File: src/hdl/bdb_pkg.sv
package bdb_pkg;

    localparam int DIM_W              = 11;
    localparam int PIX_W              = 8;
    localparam int ROW_W              = 10;
    localparam int RGB_W              = 3 * PIX_W;
    localparam int DIM_LIMIT          = 1024;
    localparam int MAX_LINE_WIDTH_DEF = 1024;
    localparam int CFG_ADDR_W         = 3;
    localparam int CHANNELS           = 3;

    localparam logic [DIM_W-1:0] SIZE_RESET  = 11'd64;
    localparam logic [PIX_W-1:0] LEVEL_RESET = 8'd127;

    // configuration register indexes
    localparam logic [CFG_ADDR_W-1:0] CFG_SOURCE_WIDTH  = 3'd0;
    localparam logic [CFG_ADDR_W-1:0] CFG_SOURCE_HEIGHT = 3'd1;
    localparam logic [CFG_ADDR_W-1:0] CFG_TARGET_WIDTH  = 3'd2;
    localparam logic [CFG_ADDR_W-1:0] CFG_TARGET_HEIGHT = 3'd3;
    localparam logic [CFG_ADDR_W-1:0] CFG_BINARIZE_LVL  = 3'd4;

    // lerp phases inside a lane
    localparam logic [1:0] PH_LEFT   = 2'd0;
    localparam logic [1:0] PH_RIGHT  = 2'd1;
    localparam logic [1:0] PH_ACROSS = 2'd2;

    typedef enum logic [3:0] {
        ST_IDLE,
        ST_READ,
        ST_ROW,
        ST_YMAP,
        ST_XMAP,
        ST_LERP,
        ST_EMIT,
        ST_CSTEP,
        ST_STORE,
        ST_RMAP
    } state_t;

    typedef struct packed {
        logic             start;
        logic [DIM_W-1:0] t;
        logic [DIM_W-1:0] s;
        logic [DIM_W-1:0] d;
    } map_req_t;

    typedef struct packed {
        logic             done;
        logic [DIM_W-1:0] q;
        logic [DIM_W-1:0] rem;
        logic [DIM_W-1:0] trig;
    } map_rsp_t;

    typedef struct packed {
        logic             start;
        logic [DIM_W-1:0] ny;
        logic [DIM_W-1:0] th;
        logic [DIM_W-1:0] nx;
        logic [DIM_W-1:0] tw;
    } lerp_ctrl_t;

    // zero counts as one, large values saturate
    function automatic logic [DIM_W-1:0] clamp_size(input logic [DIM_W-1:0] v,
                                                    input logic [DIM_W-1:0] hi);
        logic [DIM_W-1:0] r;
        if (v == '0)
        begin
            r = 11'd1;
        end
        else if (v > hi)
        begin
            r = hi;
        end
        else
        begin
            r = v;
        end
        return r;
    endfunction

endpackage

File: src/hdl/bdb_axis_map.sv
module bdb_axis_map (
    input  logic              clk,
    input  logic              rst_n,
    input  bdb_pkg::map_req_t req,
    output bdb_pkg::map_rsp_t rsp
);

    localparam int W = bdb_pkg::DIM_W;

    logic           load_reg;
    logic           busy_reg;
    logic           done_reg;
    logic [3:0]     cnt_reg;
    logic [2*W-1:0] prod_reg;
    logic [W-1:0]   d_reg;
    logic [W-1:0]   s_reg;
    logic [W-1:0]   rem_reg;
    logic [W-1:0]   q_reg;

    logic [W:0]     trial;
    logic           ge;
    logic [W-1:0]   rem_next;
    logic [W-1:0]   q_next;
    logic [W-1:0]   q_inc;
    logic [W-1:0]   s_m1;

    // restoring divide, one quotient bit per cycle
    always_comb
    begin
        trial    = {rem_reg, q_reg[W-1]};
        ge       = trial >= {1'b0, d_reg};
        rem_next = ge ? W'(trial - {1'b0, d_reg}) : trial[W-1:0];
        q_next   = {q_reg[W-2:0], ge};
    end

    always_ff @(posedge clk or negedge rst_n)
    begin
        if (!rst_n)
        begin
            load_reg <= 1'b0;
            busy_reg <= 1'b0;
            done_reg <= 1'b0;
            cnt_reg  <= '0;
        end
        else
        begin
            done_reg <= 1'b0;
            if (req.start)
            begin
                load_reg <= 1'b1;
                busy_reg <= 1'b0;
            end
            else if (load_reg)
            begin
                load_reg <= 1'b0;
                busy_reg <= 1'b1;
                cnt_reg  <= 4'(W);
            end
            else if (busy_reg)
            begin
                cnt_reg <= cnt_reg - 4'd1;
                if (cnt_reg == 4'd1)
                begin
                    busy_reg <= 1'b0;
                    done_reg <= 1'b1;
                end
            end
        end
    end

    always_ff @(posedge clk)
    begin
        if (req.start)
        begin
            prod_reg <= {{W{1'b0}}, req.t} * {{W{1'b0}}, req.s};
            d_reg    <= req.d;
            s_reg    <= req.s;
        end
        else if (load_reg)
        begin
            // product stays below d * 2^W, so the upper half is a valid remainder
            rem_reg <= prod_reg[2*W-1:W];
            q_reg   <= prod_reg[W-1:0];
        end
        else if (busy_reg)
        begin
            rem_reg <= rem_next;
            q_reg   <= q_next;
        end
    end

    // trigger: exact hit stays, otherwise next index clamped to the edge
    assign q_inc = q_reg + 11'd1;
    assign s_m1  = s_reg - 11'd1;

    always_comb
    begin
        rsp.done = done_reg;
        rsp.q    = q_reg;
        rsp.rem  = rem_reg;
        if (rem_reg == '0)
        begin
            rsp.trig = q_reg;
        end
        else if (q_inc < s_m1)
        begin
            rsp.trig = q_inc;
        end
        else
        begin
            rsp.trig = s_m1;
        end
    end

endmodule

File: config.mk
export PLATFORM = sky130hd
export DESIGN_NAME = bdb_axis_map
export DESIGN_NICKNAME = d
export VERILOG_FILES = /design/src/hdl/bdb_pkg.sv /design/src/hdl/bdb_axis_map.sv
export SDC_FILE = /design/constraint.sdc
export NUM_CORES = 1
export LEC_CHECK = 0
export BUFFER_PORTS_ARGS = -buffer_cell sky130_fd_sc_hd__buf_2
export CAP_MARGIN = 20
export CORE_ASPECT_RATIO = 1.25
export CORE_MARGIN = 2
export CORE_UTILIZATION = 42
export CTS_BUF_LIST = sky130_fd_sc_hd__clkbuf_4
export DETAILED_ROUTE_END_ITERATION = 8
export PLACE_DENSITY = 0.65
export SLEW_MARGIN = 15
export SYNTH_ARGS = -nofsm -noshare
export SYNTH_HDL_FRONTEND = slang
export SYNTH_SLANG_ARGS = --single-unit
File: constraint.sdc
create_clock -name clk -period 3.2 [get_ports clk]
set_clock_uncertainty 0.1 [all_clocks]
set_input_delay 0.16 -clock clk [delete_from_list [all_inputs] [get_ports clk]]
set_output_delay 0.16 -clock clk [all_outputs]
set_load 0.005 [all_outputs]
==> results.sh, run 1 <==
export IMPL_detailed_route_via_count=6573
export IMPL_placement_io_buffers=69
export IMPL_initialDrtViolationCount=272
export IMPL_met3_wirelength_um=467
export IMPL_antenna_violating_nets_post_route=0
export IMPL_globalRouteTotalUtil_pct=19.2
export IMPL_tritoncts_clock_tree="done"
export IMPL_ir_drop_mv=0.564
export IMPL_grt_ovfl_total=0
export IMPL_met2_wirelength_um=10300
export IMPL_yosys_warnings=0
export IMPL_setup_viol=27
export IMPL_post_synth_instance_area_sq_um=8130
export IMPL_timing_max_slew_rel_slack_pct=43.1
export IMPL_clkSlewWorstSetupHoldPaths_ns=0.13
export IMPL_finalHoldViolations=0
export IMPL_synth_enable_flop_cells=66
export IMPL_failing_checks="setup timing"
export IMPL_cts_max_level=3
export IMPL_sequential_share_of_the_synthesized_area_pct=26.5
export IMPL_final_layout_size_suffix_gt1_share_pct=33.6
export IMPL_route_top_layer_used="met4"
export IMPL_total_leakage_power_nw=5.03
export IMPL_grt_first_pass_wirelength_um=32000
export IMPL_num_fill_cells=1623
export IMPL_grt_start_max_net_pins=34
export IMPL_power_report_internal_total_mw=4.93
export IMPL_postSynth_topFlopCell="sky130_fd_sc_hd__edfxtp_1"
export IMPL_timing_hold_worst_endpoint="s_reg[0]$_DFFE_PP_"
export IMPL_syn_to_final_growth_pct=33.9
export IMPL_grt_antenna_before_repair=1
export IMPL_ys_types=61
export IMPL_design_portCount=70
export IMPL_power_share_switching_pct=41.4
export IMPL_post_synth_cell_area_avg_sq_um=9.65
export IMPL_crit_path_start="req[16]"
export IMPL_cts_root_to_sink_buffers=2
export IMPL_drt_wirelength_per_cell_um=15.2
export IMPL_grt_pass1_vias=6728
export IMPL_critPathLaunchType="primary input"
export IMPL_synth_nets=1044
export IMPL_clock_network_fraction_of_total_power_pct=6.9
export IMPL_wl_met1_um=8230
export IMPL_hold_start="req[11]"
export IMPL_status="finished with violations"
export IMPL_cp_arrival_ns=4.22
export IMPL_critical_path_reg2reg_startpoint="rem_reg[4]$_DFFE_PP_"
export IMPL_detail_route_first_pass_iterations=4
export IMPL_power_per_cell_area_nw_per_um2=773
export IMPL_drt_total_wl_um=19400
export IMPL_gp_congestion=0.822
export IMPL_synth_cells=842
export IMPL_die_area_sq_um=20500
export IMPL_number_of_flip_flops_in_the_largest_register=22
export IMPL_initial_standard_cell_utilization_of_the_core_pct=43.1
export IMPL_synth_async_sr_flop_share_pct=9.59
export IMPL_rows=56
export IMPL_dpl_worst_slack_ns=-1.53
export IMPL_timing_worst_slew_pin_value_ns=0.852
export IMPL_timing_max_transition_violations_final=0
export IMPL_min_path_type="primary input to flop"
export IMPL_combinationalPowerShare_pct=74.7
export IMPL_synth_seq_cells=73
export IMPL_drc=0
export IMPL_max_cap_viol_count=0
export IMPL_grt_setup_unrepaired="true"
export IMPL_seq_power_share_pct=18.4
export IMPL_place_detailed_hpwl_um=15200
export IMPL_whs_path_depth=2
export IMPL_die_x_um=128
export IMPL_worst_setup_path_end_kind="flop"
export IMPL_cp_required_ns=3.27
export IMPL_avgViaCountPerCell=5.14
export IMPL_cp_max_fo=10
export IMPL_fmax_mhz=241
export IMPL_timing_final_crit_period_ns=4.15
export IMPL_final_setup_worst_slack_ns=-0.950
export IMPL_number_of_cts_inserted_buffers=9
export IMPL_layout_nets=1242
export IMPL_post_layout_total_power_mw=8.41
export IMPL_power_switching_mw=3.48
export IMPL_core_area_sq_um=18800
export IMPL_r2r_worst_path_cells=7
export IMPL_root_buffer="sky130_fd_sc_hd__clkbuf_4"
export IMPL_finalCritPeriodShare_pct=130
export IMPL_cts_num_sinks=73
export IMPL_regToRegEndpoint="rem_reg[1]$_DFFE_PP_"
export IMPL_insertion_delay_ns=0.42
export IMPL_timing_worst_setup_path_type="primary input to flop"
export IMPL_regToRegSetupSlack_ns=0.35
export IMPL_die_h_um=160
==> logic make-up after synthesis <==
kind of cell | after synthesis | share of synthesized area (%)
and+or+nand+nor | 263 | 16.2
xor gates and xnor gates | 40 | 4.31
DFF | 73 | 26.5
buffers and inverters | 164 | 7.85
AOI/OAI and AO/OA | 122 | 10.2
muxes | 14 | 1.86
adders and majority gates | 166 | 33.0
==> timing repair <==
| action | 4_1_cts | 5_1_grt |
|---|---|---|
| hold endpoints to repair | 28 | 0 |
| cloned | 2 | 0 |
| pin swaps | 57 | 39 |
| buffers inserted | 18 | 16 |
| resized for setup | 129 | 41 |
| endpoints found under the setup margin | 27 | 27 |
| hold buffers | 23 | 0 |
==> metal layers <==
metal / vias to the layer above / track usage [%]
met5: - / 0
met4: 0 / 5.14
met3: 31 / 1.95
met2: 116 / 35.5
met1: 3235 / 23.6
li1: 3191 / -
==> critical path, cell delays in order <==
cell and delay, ns:
sky130_fd_sc_hd__buf_12 0.12, sky130_fd_sc_hd__and2_4 0.14, sky130_fd_sc_hd__fa_1 0.50, sky130_fd_sc_hd__fa_1 0.59, sky130_fd_sc_hd__fa_1 0.44, sky130_fd_sc_hd__fa_1 0.49, sky130_fd_sc_hd__inv_1 0.05, sky130_fd_sc_hd__fa_1 0.49
sky130_fd_sc_hd__inv_2 0.04, sky130_fd_sc_hd__ha_4 0.23, sky130_fd_sc_hd__a21o_1 0.22, sky130_fd_sc_hd__o2bb2ai_4 0.15, sky130_fd_sc_hd__nor2_4 0.16, sky130_fd_sc_hd__a21boi_4 0.09, sky130_fd_sc_hd__o41ai_4 0.23, sky130_fd_sc_hd__xnor2_1 0.12
==> layout make-up <==
cell class / count / area, sq um / share of cell area [%]
Tap cell: 232 / 290 / 2.67
Clock inverter: 7 / 71.3 / 0.655
Multi-Input combinational cell: 605 / 6040 / 55.5
Inverter: 128 / 480 / 4.41
Antenna cell: 1 / 2.50 / 0.0230
Timing Repair Buffer: 223 / 1780 / 16.3
Clock buffer: 9 / 67.6 / 0.621
Sequential cell: 73 / 2160 / 19.8
==> power groups by stage <==
stage / logic [mW] / registers [mW] / clock network (mW)
after floorplan: 3.56 / 1.55 / 0
after global placement: 5.02 / 1.57 / 0
after detailed placement: 5.08 / 1.57 / 0
after CTS: 5.71 / 1.55 / 0.596
after global routing: 6.93 / 1.58 / 0.631
final: 6.29 / 1.55 / 0.576
==> cell usage after synthesis, types with 15 or more instances <==
cell / n / area (sq um)
sky130_fd_sc_hd__ha_1: 85 / 1060
sky130_fd_sc_hd__nand3_1: 15 / 75.1
sky130_fd_sc_hd__and2_1: 76 / 475
sky130_fd_sc_hd__nor2_1: 34 / 128
sky130_fd_sc_hd__nand2_1: 92 / 345
sky130_fd_sc_hd__fa_1: 81 / 1620
sky130_fd_sc_hd__xnor2_1: 28 / 245
sky130_fd_sc_hd__inv_1: 128 / 480
sky130_fd_sc_hd__clkbuf_1: 29 / 109
sky130_fd_sc_hd__o21ai_0: 26 / 130
sky130_fd_sc_hd__nor3_1: 15 / 75.1
sky130_fd_sc_hd__edfxtp_1: 66 / 1980
sky130_fd_sc_hd__a21oi_1: 26 / 130
==> worst max path at each step <==
stage	end	slack, ns	cells past startpoint
after global routing	prod_reg[19]$_DFFE_PP_	-1.06	16
after floorplan	prod_reg[18]$_DFFE_PP_	-1.28	16
after detailed placement	prod_reg[21]$_DFFE_PP_	-1.53	18
final	prod_reg[18]$_DFFE_PP_	-0.95	16
after CTS	prod_reg[19]$_DFFE_PP_	-0.90	16
after global placement	prod_reg[18]$_DFFE_PP_	-1.47	18
==> placed cells by master, fill, tap and decap left out, types with 17 or more instances in the layout <==
cell type                       instances
sky130_fd_sc_hd__buf_2                 52
sky130_fd_sc_hd__ha_1                  68
sky130_fd_sc_hd__buf_6                 28
sky130_fd_sc_hd__nand2_1               74
sky130_fd_sc_hd__a21oi_1               19
sky130_fd_sc_hd__edfxtp_1              66
sky130_fd_sc_hd__inv_1                116
sky130_fd_sc_hd__xnor2_1               22
sky130_fd_sc_hd__and2_1                61
sky130_fd_sc_hd__fa_1                  74
sky130_fd_sc_hd__buf_4                113
sky130_fd_sc_hd__o21ai_0               17
sky130_fd_sc_hd__dlygate4sd3_1         23
sky130_fd_sc_hd__nor2_1                28
==> stage by stage <==
step                TNS [ns]  util (%)  hold slack, ns  instance area [sq um]  instances
global placement      -20.00      50.9         -0.0911                   9590       1207
finish                -15.21      57.8          0.0927                  10900       1278
CTS                   -13.48      56.1          0.0533                  10600       1262
global route          -19.37      57.8          0.0651                  10900       1278
floorplan             -14.60         -          -0.236                   8520        842
detailed placement    -20.53      50.9         -0.0903                   9590       1207
Power figures use the tool's default switching activity.
==> run 2, diff against run 1 <==
--- a/config.mk
+++ b/config.mk
@@ -5,6 +5,7 @@
 export SDC_FILE = /design/constraint.sdc
 export NUM_CORES = 1
 export LEC_CHECK = 0
+export ABC_AREA = 1
 export BUFFER_PORTS_ARGS = -buffer_cell sky130_fd_sc_hd__buf_2
 export CAP_MARGIN = 20
 export CORE_ASPECT_RATIO = 1.25
@@ -12,7 +13,7 @@
 export CORE_UTILIZATION = 42
 export CTS_BUF_LIST = sky130_fd_sc_hd__clkbuf_4
 export DETAILED_ROUTE_END_ITERATION = 8
-export PLACE_DENSITY = 0.65
+export PLACE_DENSITY = 0.67
 export SLEW_MARGIN = 15
 export SYNTH_ARGS = -nofsm -noshare
 export SYNTH_HDL_FRONTEND = slang
==> constraint.sdc (replaced) <==
create_clock -name clk -period 3.47 [get_ports clk]
set_clock_uncertainty 0.1 [all_clocks]
set_input_delay 0.1735 -clock clk [delete_from_list [all_inputs] [get_ports clk]]
set_output_delay 0.1735 -clock clk [all_outputs]
set_load 0.005 [all_outputs]
==> run 2 against run 1 <==
  * The run still ends with setup timing left
  * Utilization down 2.7 points
  * Critical path type unchanged
  * Synthesized cell count up 31%
  * Non-clock buffer count down 40
  * Critical path depth up 2
  * Sequential power down 6%
  * Clock power down 8.7%
  * Highest routed layer unchanged
==> results.sh, run 2 <==
export IMPL_timing_worst_setup_path_type="primary input to flop"
export IMPL_layout_nets=1466
export IMPL_total_leakage_power_nw=5.87
export IMPL_grt_first_pass_wirelength_um=35500
export IMPL_timing_hold_worst_endpoint="cnt_reg[3]$_DFFE_PN0P_"
export IMPL_synth_top_cells_by_area="sky130_fd_sc_hd__edfxtp_1, sky130_fd_sc_hd__fa_1, sky130_fd_sc_hd__nand2_1"
export IMPL_grt_start_max_net_pins=46
export IMPL_grt_ovfl_total=0
export IMPL_hold_worst_slack_ns=0.00327
export IMPL_insertion_delay_ns=0.44
export IMPL_clkSlewWorstSetupHoldPaths_ns=0.14
export IMPL_drt_total_wl_um=21200
export IMPL_ir_drop_mv=0.746
export IMPL_critPathLaunchType="primary input"
export IMPL_initial_standard_cell_utilization_of_the_core_pct=42.9
export IMPL_die_x_um=132
export IMPL_synth_most_common_cell="sky130_fd_sc_hd__nand2_1"
export IMPL_layout_cells_most_common_list="sky130_fd_sc_hd__nand2_1, sky130_fd_sc_hd__inv_1, sky130_fd_sc_hd__buf_4, sky130_fd_sc_hd__fa_1, sky130_fd_sc_hd__ha_1"
export IMPL_synth_top_cell_area_share_pct=22.9
export IMPL_final_setup_worst_slack_ns=-0.439
export IMPL_root_buffer="sky130_fd_sc_hd__clkbuf_4"
export IMPL_timing_worst_slew_pin_value_ns=1.00
export IMPL_die_h_um=165
export IMPL_regToRegEndpoint="rem_reg[5]$_DFFE_PP_"
export IMPL_hold_start="req[33]"
export IMPL_grt_antenna_before_repair=1
export IMPL_cts_max_level=3
export IMPL_final_cells=1540
export IMPL_cp_required_ns=3.57
export IMPL_mostFrequentLayoutCell="sky130_fd_sc_hd__nand2_1"
export IMPL_globalRouteTotalUtil_pct=20.1
export IMPL_cts_root_to_sink_buffers=2
export IMPL_post_layout_total_power_mw=8.45
export IMPL_post_place_cells=1486
export IMPL_finalCritPeriodShare_pct=113
export IMPL_post_synth_cell_area_avg_sq_um=7.83
export IMPL_finalHoldViolations=0
export IMPL_avgViaCountPerCell=4.88
export IMPL_detail_route_first_pass_iterations=7
export IMPL_ys_types=40
export IMPL_grt_pass1_vias=7701
export IMPL_min_path_type="primary input to flop"
export IMPL_number_of_flip_flops_in_the_largest_register=22
export IMPL_place_detailed_hpwl_um=16800
export IMPL_grt_setup_unrepaired="true"
export IMPL_post_synth_instance_area_sq_um=8660
export IMPL_timing_final_crit_period_ns=3.91
export IMPL_design_portCount=70
export IMPL_synth_nets=1308
export IMPL_r2r_worst_path_cells=11
export IMPL_tritoncts_clock_tree="done"
export IMPL_worst_setup_path_end_kind="flop"
export IMPL_placement_io_buffers=69
export IMPL_final_layout_size_suffix_gt1_share_pct=27.1
export IMPL_number_of_cts_inserted_buffers=9
export IMPL_core_area_sq_um=20200
export IMPL_synth_async_sr_flop_share_pct=9.59
export IMPL_whs_path_depth=4
export IMPL_timing_max_slew_rel_slack_pct=32.9
export IMPL_fmax_mhz=256
export IMPL_postSynth_topFlopCell="sky130_fd_sc_hd__edfxtp_1"
export IMPL_regToRegSetupSlack_ns=0.85
export IMPL_drt_wirelength_per_cell_um=13.8
export IMPL_timing_max_transition_violations_final=0
export IMPL_synth_largest_area_cell="sky130_fd_sc_hd__edfxtp_1"
export IMPL_synth_cells=1106
export IMPL_synthTopCellsByCount="sky130_fd_sc_hd__nand2_1, sky130_fd_sc_hd__inv_1, sky130_fd_sc_hd__ha_1"
export IMPL_syn_to_final_growth_pct=28.3
export IMPL_failing_checks="setup timing"
export IMPL_sequential_share_of_the_synthesized_area_pct=24.9
export IMPL_die_area_sq_um=21800
export IMPL_critical_path_reg2reg_startpoint="q_reg[10]$_DFFE_PP_"
export IMPL_setup_viol=16
export IMPL_cts_num_sinks=73
export IMPL_status="finished with violations"
export IMPL_final_core_util_pct=55.1
export IMPL_synth_enable_flop_cells=66
export IMPL_cp_max_fo=8
export IMPL_rows=58
export IMPL_power_per_cell_area_nw_per_um2=760
export IMPL_synth_seq_cells=73
export IMPL_gp_congestion=0.876
export IMPL_yosys_warnings=0
export IMPL_max_cap_viol_count=0
export IMPL_detailed_route_via_count=7511
export IMPL_drc=0
export IMPL_cp_arrival_ns=4.01
export IMPL_initialDrtViolationCount=360
export IMPL_antenna_violating_nets_post_route=0
==> run 2: how the worst max path moves through the flow <==
| stage | startpoint | end | slack (ns) | cells after the start |
|---|---|---|---|---|
| 2_1_floorplan | req[30] | prod_reg[21]$_DFFE_PP_ | -0.67 | 20 |
| 3_3_place_gp | req[21] | prod_reg[21]$_DFFE_PP_ | -0.97 | 20 |
| 3_5_place_dp | req[27] | prod_reg[21]$_DFFE_PP_ | -1.04 | 20 |
| 4_1_cts | req[21] | prod_reg[13]$_DFFE_PP_ | -0.44 | 16 |
| 5_1_grt | req[25] | prod_reg[21]$_DFFE_PP_ | -0.54 | 18 |
| 6_report | req[25] | prod_reg[20]$_DFFE_PP_ | -0.44 | 18 |
==> run 2: repair_timing <==
action                     in CTS  in global routing
hold buffers                   16                  2
hold endpoints to repair       21                  2
setup buffers                  12                  7
resized for setup             113                 67
pin swaps                      47                 60
setup endpoints to repair      16                 26
gates cloned                    1                  0
==> run 2: layer usage <==
metal,wire [um],track usage [%]
met5,0,0
met3,739,1.90
met1,8260,22.3
met4,663,7.92
met2,11600,39.1
==> run 2: report_power, final <==
group	internal, mW	leakage, nW	switching, mW
Combinational	2.97	5.07	3.50
Clock	0.225	0.0719	0.301
Sequential	1.34	0.727	0.116
==> run 2: logic make-up (layout without fill, tap and decap cells) <==
logic type | Yosys count | in the layout | synth area share [%]
other | 0 | 1 | 0
adders and majority gates | 166 | 166 | 31.0
DFF | 73 | 73 | 24.9
buffers and inverters | 283 | 446 | 12.8
xor gates and xnor gates | 29 | 29 | 2.93
AOI/OAI and AO/OA | 66 | 66 | 4.10
and+or+nand+nor | 489 | 489 | 24.2
==> run 2: critical path: stages <==
cell and delay (ns):
sky130_fd_sc_hd__buf_12 0.10, sky130_fd_sc_hd__nand2_4 0.05, sky130_fd_sc_hd__fa_1 0.51, sky130_fd_sc_hd__fa_1 0.57, sky130_fd_sc_hd__inv_2 0.04, sky130_fd_sc_hd__fa_1 0.47
sky130_fd_sc_hd__fa_1 0.54, sky130_fd_sc_hd__inv_1 0.05, sky130_fd_sc_hd__fa_1 0.48, sky130_fd_sc_hd__inv_2 0.04, sky130_fd_sc_hd__ha_4 0.30, sky130_fd_sc_hd__nand2_4 0.08
sky130_fd_sc_hd__nor2_4 0.14, sky130_fd_sc_hd__nand3_2 0.09, sky130_fd_sc_hd__nand3b_1 0.13, sky130_fd_sc_hd__nand2_1 0.10, sky130_fd_sc_hd__nand3_1 0.08, sky130_fd_sc_hd__nand2_1 0.05
==> run 2: layout make-up <==
class	count	area, sq um
fillers	1835	9060
clock buffers	10	75.1
flip-flops and latches	73	2160
well taps	270	338
multi-input cells	750	6010
diodes	1	2.50
inverters	247	930
repair buffers	183	1540
clock inverters	6	58.8
==> run 2: through the flow <==
step	area [sq um]	setup WS (ns)	TNS, ns
floorplan	9170	-0.667	-7.57
global placement	9990	-0.973	-13.67
detailed placement	9990	-1.04	-14.62
CTS	10800	-0.440	-4.71
global route	11100	-0.544	-6.47
finish	11100	-0.439	-5.00
==> run 3, diff against run 2 <==
--- a/config.mk
+++ b/config.mk
@@ -6,14 +6,14 @@
 export NUM_CORES = 1
 export LEC_CHECK = 0
 export ABC_AREA = 1
-export BUFFER_PORTS_ARGS = -buffer_cell sky130_fd_sc_hd__buf_2
 export CAP_MARGIN = 20
 export CORE_ASPECT_RATIO = 1.25
 export CORE_MARGIN = 2
 export CORE_UTILIZATION = 42
 export CTS_BUF_LIST = sky130_fd_sc_hd__clkbuf_4
 export DETAILED_ROUTE_END_ITERATION = 8
-export PLACE_DENSITY = 0.67
+export DONT_BUFFER_PORTS = 1
+export PLACE_DENSITY = 0.64
 export SLEW_MARGIN = 15
 export SYNTH_ARGS = -nofsm -noshare
 export SYNTH_HDL_FRONTEND = slang
==> run 3 against run 2 <==
  * The flow still finishes with violations (setup timing)
  * Largest power group unchanged
  * Setup slack better by 0.12 ns
  * First-iteration DRC count up 3.6%
  * Critical path type unchanged
  * Critical path depth down 3
  * Clock power up 34%
  * Design area down 6.3%
  * Global-route usage down 0.30 points
==> results.sh, run 3 (same netlist as run 2, synthesis figures left out) <==
export IMPL_status="finished with violations"
export IMPL_failing_checks="setup timing"
export IMPL_max_cap_viol_count=0
export IMPL_global_route_usage_met2_pct=37.1
export IMPL_grt_start_max_net_pins=47
export IMPL_number_of_flip_flops_in_the_largest_register=22
export IMPL_power_report_internal_total_mw=5.00
export IMPL_timing_max_transition_violations_final=0
export IMPL_final_setup_worst_slack_ns=-0.315
export IMPL_core_area_sq_um=20200
export IMPL_timing_hold_worst_endpoint="prod_reg[2]$_DFFE_PP_"
export IMPL_timing_worst_slew_pin_value_ns=0.482
export IMPL_place_detailed_hpwl_um=16100
export IMPL_total_leakage_power_nw=5.35
export IMPL_r2r_worst_path_cells=12
export IMPL_grt_first_pass_wirelength_um=34600
export IMPL_ir_drop_mv=0.707
export IMPL_fmax_mhz=264
export IMPL_design_area_sq_um=10400
export IMPL_cp_max_fo=11
export IMPL_antenna_violating_nets_post_route=0
export IMPL_final_core_util_pct=51.6
export IMPL_clkSlewWorstSetupHoldPaths_ns=0.13
export IMPL_mostFrequentLayoutCell="sky130_fd_sc_hd__nand2_1"
export IMPL_finalHoldViolations=0
export IMPL_power_share_switching_pct=45.2
export IMPL_layer_with_the_highest_usage_after_global_routing="met2"
export IMPL_cp_required_ns=3.58
export IMPL_finalCritPeriodShare_pct=109
export IMPL_die_area_sq_um=21800
export IMPL_die_x_um=132
export IMPL_min_path_type="primary input to flop"
export IMPL_design_portCount=70
export IMPL_die_h_um=165
export IMPL_drt_total_wl_um=20900
export IMPL_critPathLaunchType="primary input"
export IMPL_worst_setup_path_end_kind="flop"
export IMPL_rows=58
export IMPL_drt_wirelength_per_cell_um=14.6
export IMPL_number_of_cts_inserted_buffers=9
export IMPL_seq_power_share_pct=16.1
export IMPL_layout_cells_most_common_list="sky130_fd_sc_hd__nand2_1, sky130_fd_sc_hd__inv_1, sky130_fd_sc_hd__fa_1, sky130_fd_sc_hd__ha_1, sky130_fd_sc_hd__edfxtp_1"
export IMPL_gp_congestion=0.877
export IMPL_grt_ovfl_total=0
export IMPL_drc=0
export IMPL_tritoncts_clock_tree="done"
export IMPL_combinationalPowerShare_pct=76.2
export IMPL_cts_root_to_sink_buffers=2
export IMPL_placed_inst_area_sq_um=9330
export IMPL_timing_worst_setup_path_type="primary input to flop"
export IMPL_clock_network_fraction_of_total_power_pct=7.7
export IMPL_detail_route_first_pass_iterations=4
export IMPL_initial_standard_cell_utilization_of_the_core_pct=42.9
export IMPL_cp_arrival_ns=3.89
export IMPL_grt_pass1_vias=7327
export IMPL_detailed_route_via_count=7136
export IMPL_placement_io_buffers=0
export IMPL_layout_nets=1358
export IMPL_final_layout_size_suffix_gt1_share_pct=18.9
export IMPL_avgViaCountPerCell=4.98
export IMPL_timing_final_crit_period_ns=3.79
export IMPL_grt_setup_unrepaired="true"
export IMPL_power_switching_mw=4.12
export IMPL_timing_max_slew_rel_slack_pct=67.8
export IMPL_final_cells=1432
export IMPL_insertion_delay_ns=0.44
export IMPL_regToRegSetupSlack_ns=0.84
export IMPL_setup_viol=12
export IMPL_regToRegEndpoint="rem_reg[10]$_DFFE_PP_"
export IMPL_cts_num_sinks=73
export IMPL_hold_start="req[22]"
export IMPL_use_met3_pct=2.73
export IMPL_grt_antenna_before_repair=1
export IMPL_globalRouteTotalUtil_pct=19.8
export IMPL_cts_max_level=3
export IMPL_post_place_cells=1376
export IMPL_post_layout_total_power_mw=9.12
export IMPL_power_per_cell_area_nw_per_um2=877
export IMPL_final_setup_tns_ns=-2.32
export IMPL_root_buffer="sky130_fd_sc_hd__clkbuf_4"
export IMPL_syn_to_final_growth_pct=20.2
export IMPL_initialDrtViolationCount=373
export IMPL_critical_path_reg2reg_startpoint="q_reg[10]$_DFFE_PP_"
export IMPL_use_met1_pct=22.0
export IMPL_whs_path_depth=4
[run 3: changes by cell type in the layout (fill, tap and decap cells not counted), sizes merged]
cell / before / now
buf: 165 / 48
clkinv: 3 / 1
dlygate4sd3: 18 / 27
bufinv: 1 / 3
[run 3: power groups by stage]
stage | Sequential (mW) | Combinational [mW] | Clock (mW)
final | 1.47 | 6.95 | 0.706
after global routing | 1.49 | 7.65 | 0.744
after CTS | 1.47 | 5.72 | 0.722
after detailed placement | 1.49 | 5.10 | 0
after global placement | 1.48 | 5.06 | 0
after floorplan | 1.44 | 3.57 | 0
[run 3: how the worst max path moves through the flow]
stage | start | endpoint | depth (start not counted) | slack, ns
global route | req[24] | prod_reg[21]$_DFFE_PP_ | 17 | -0.44
CTS | req[19] | prod_reg[20]$_DFFE_PP_ | 17 | -0.21
detailed placement | req[30] | prod_reg[21]$_DFFE_PP_ | 17 | -0.75
finish | req[24] | prod_reg[13]$_DFFE_PP_ | 15 | -0.32
floorplan | req[30] | prod_reg[21]$_DFFE_PP_ | 20 | -0.67
global placement | req[19] | prod_reg[21]$_DFFE_PP_ | 17 | -0.74
[run 3: metrics by stage]
| step | setup WS (ns) | hold WS, ns |
|---|---|---|
| after floorplan | -0.667 | -0.222 |
| after global placement | -0.738 | -0.222 |
| after detailed placement | -0.751 | -0.222 |
| after CTS | -0.214 | 0.0457 |
| after global routing | -0.443 | 0.128 |
| final | -0.315 | 0.0700 |
[run 3: worst max-delay path: stages]
cell and delay, ns:
sky130_fd_sc_hd__nand2_8 0.05, sky130_fd_sc_hd__inv_4 0.03, sky130_fd_sc_hd__fa_1 0.51, sky130_fd_sc_hd__fa_1 0.57, sky130_fd_sc_hd__fa_1 0.43, sky130_fd_sc_hd__fa_1 0.50, sky130_fd_sc_hd__inv_1 0.05, sky130_fd_sc_hd__fa_1 0.49
sky130_fd_sc_hd__inv_2 0.05, sky130_fd_sc_hd__ha_4 0.25, sky130_fd_sc_hd__a21oi_4 0.21, sky130_fd_sc_hd__o21ai_4 0.08, sky130_fd_sc_hd__nand3b_1 0.19, sky130_fd_sc_hd__buf_4 0.15, sky130_fd_sc_hd__xor2_1 0.15
[run 3: what timing repair did]
item,in CTS,in global routing
setup endpoints to repair,13,25
hold endpoints to repair,80,0
pin swaps,24,49
hold buffers,28,0
gates resized for setup,30,95
buffers inserted,2,9
cloned,0,0
[run 3: final cells by class]
cell class,instances,area (sq um)
Inverter,247,935
Clock buffer,10,75.1
Antenna cell,1,2.50
Tap cell,270,338
Fill cell,1939,9770
Timing Repair Buffer,75,699
Clock inverter,6,115
Multi-Input combinational cell,750,6090
Sequential cell,73,2160
[run 3: layer usage]
layer	wire, um	vias up
li1	-	3505
met1	8350	3408
met2	11000	169
met3	785	54
met4	807	0
met5	0	-
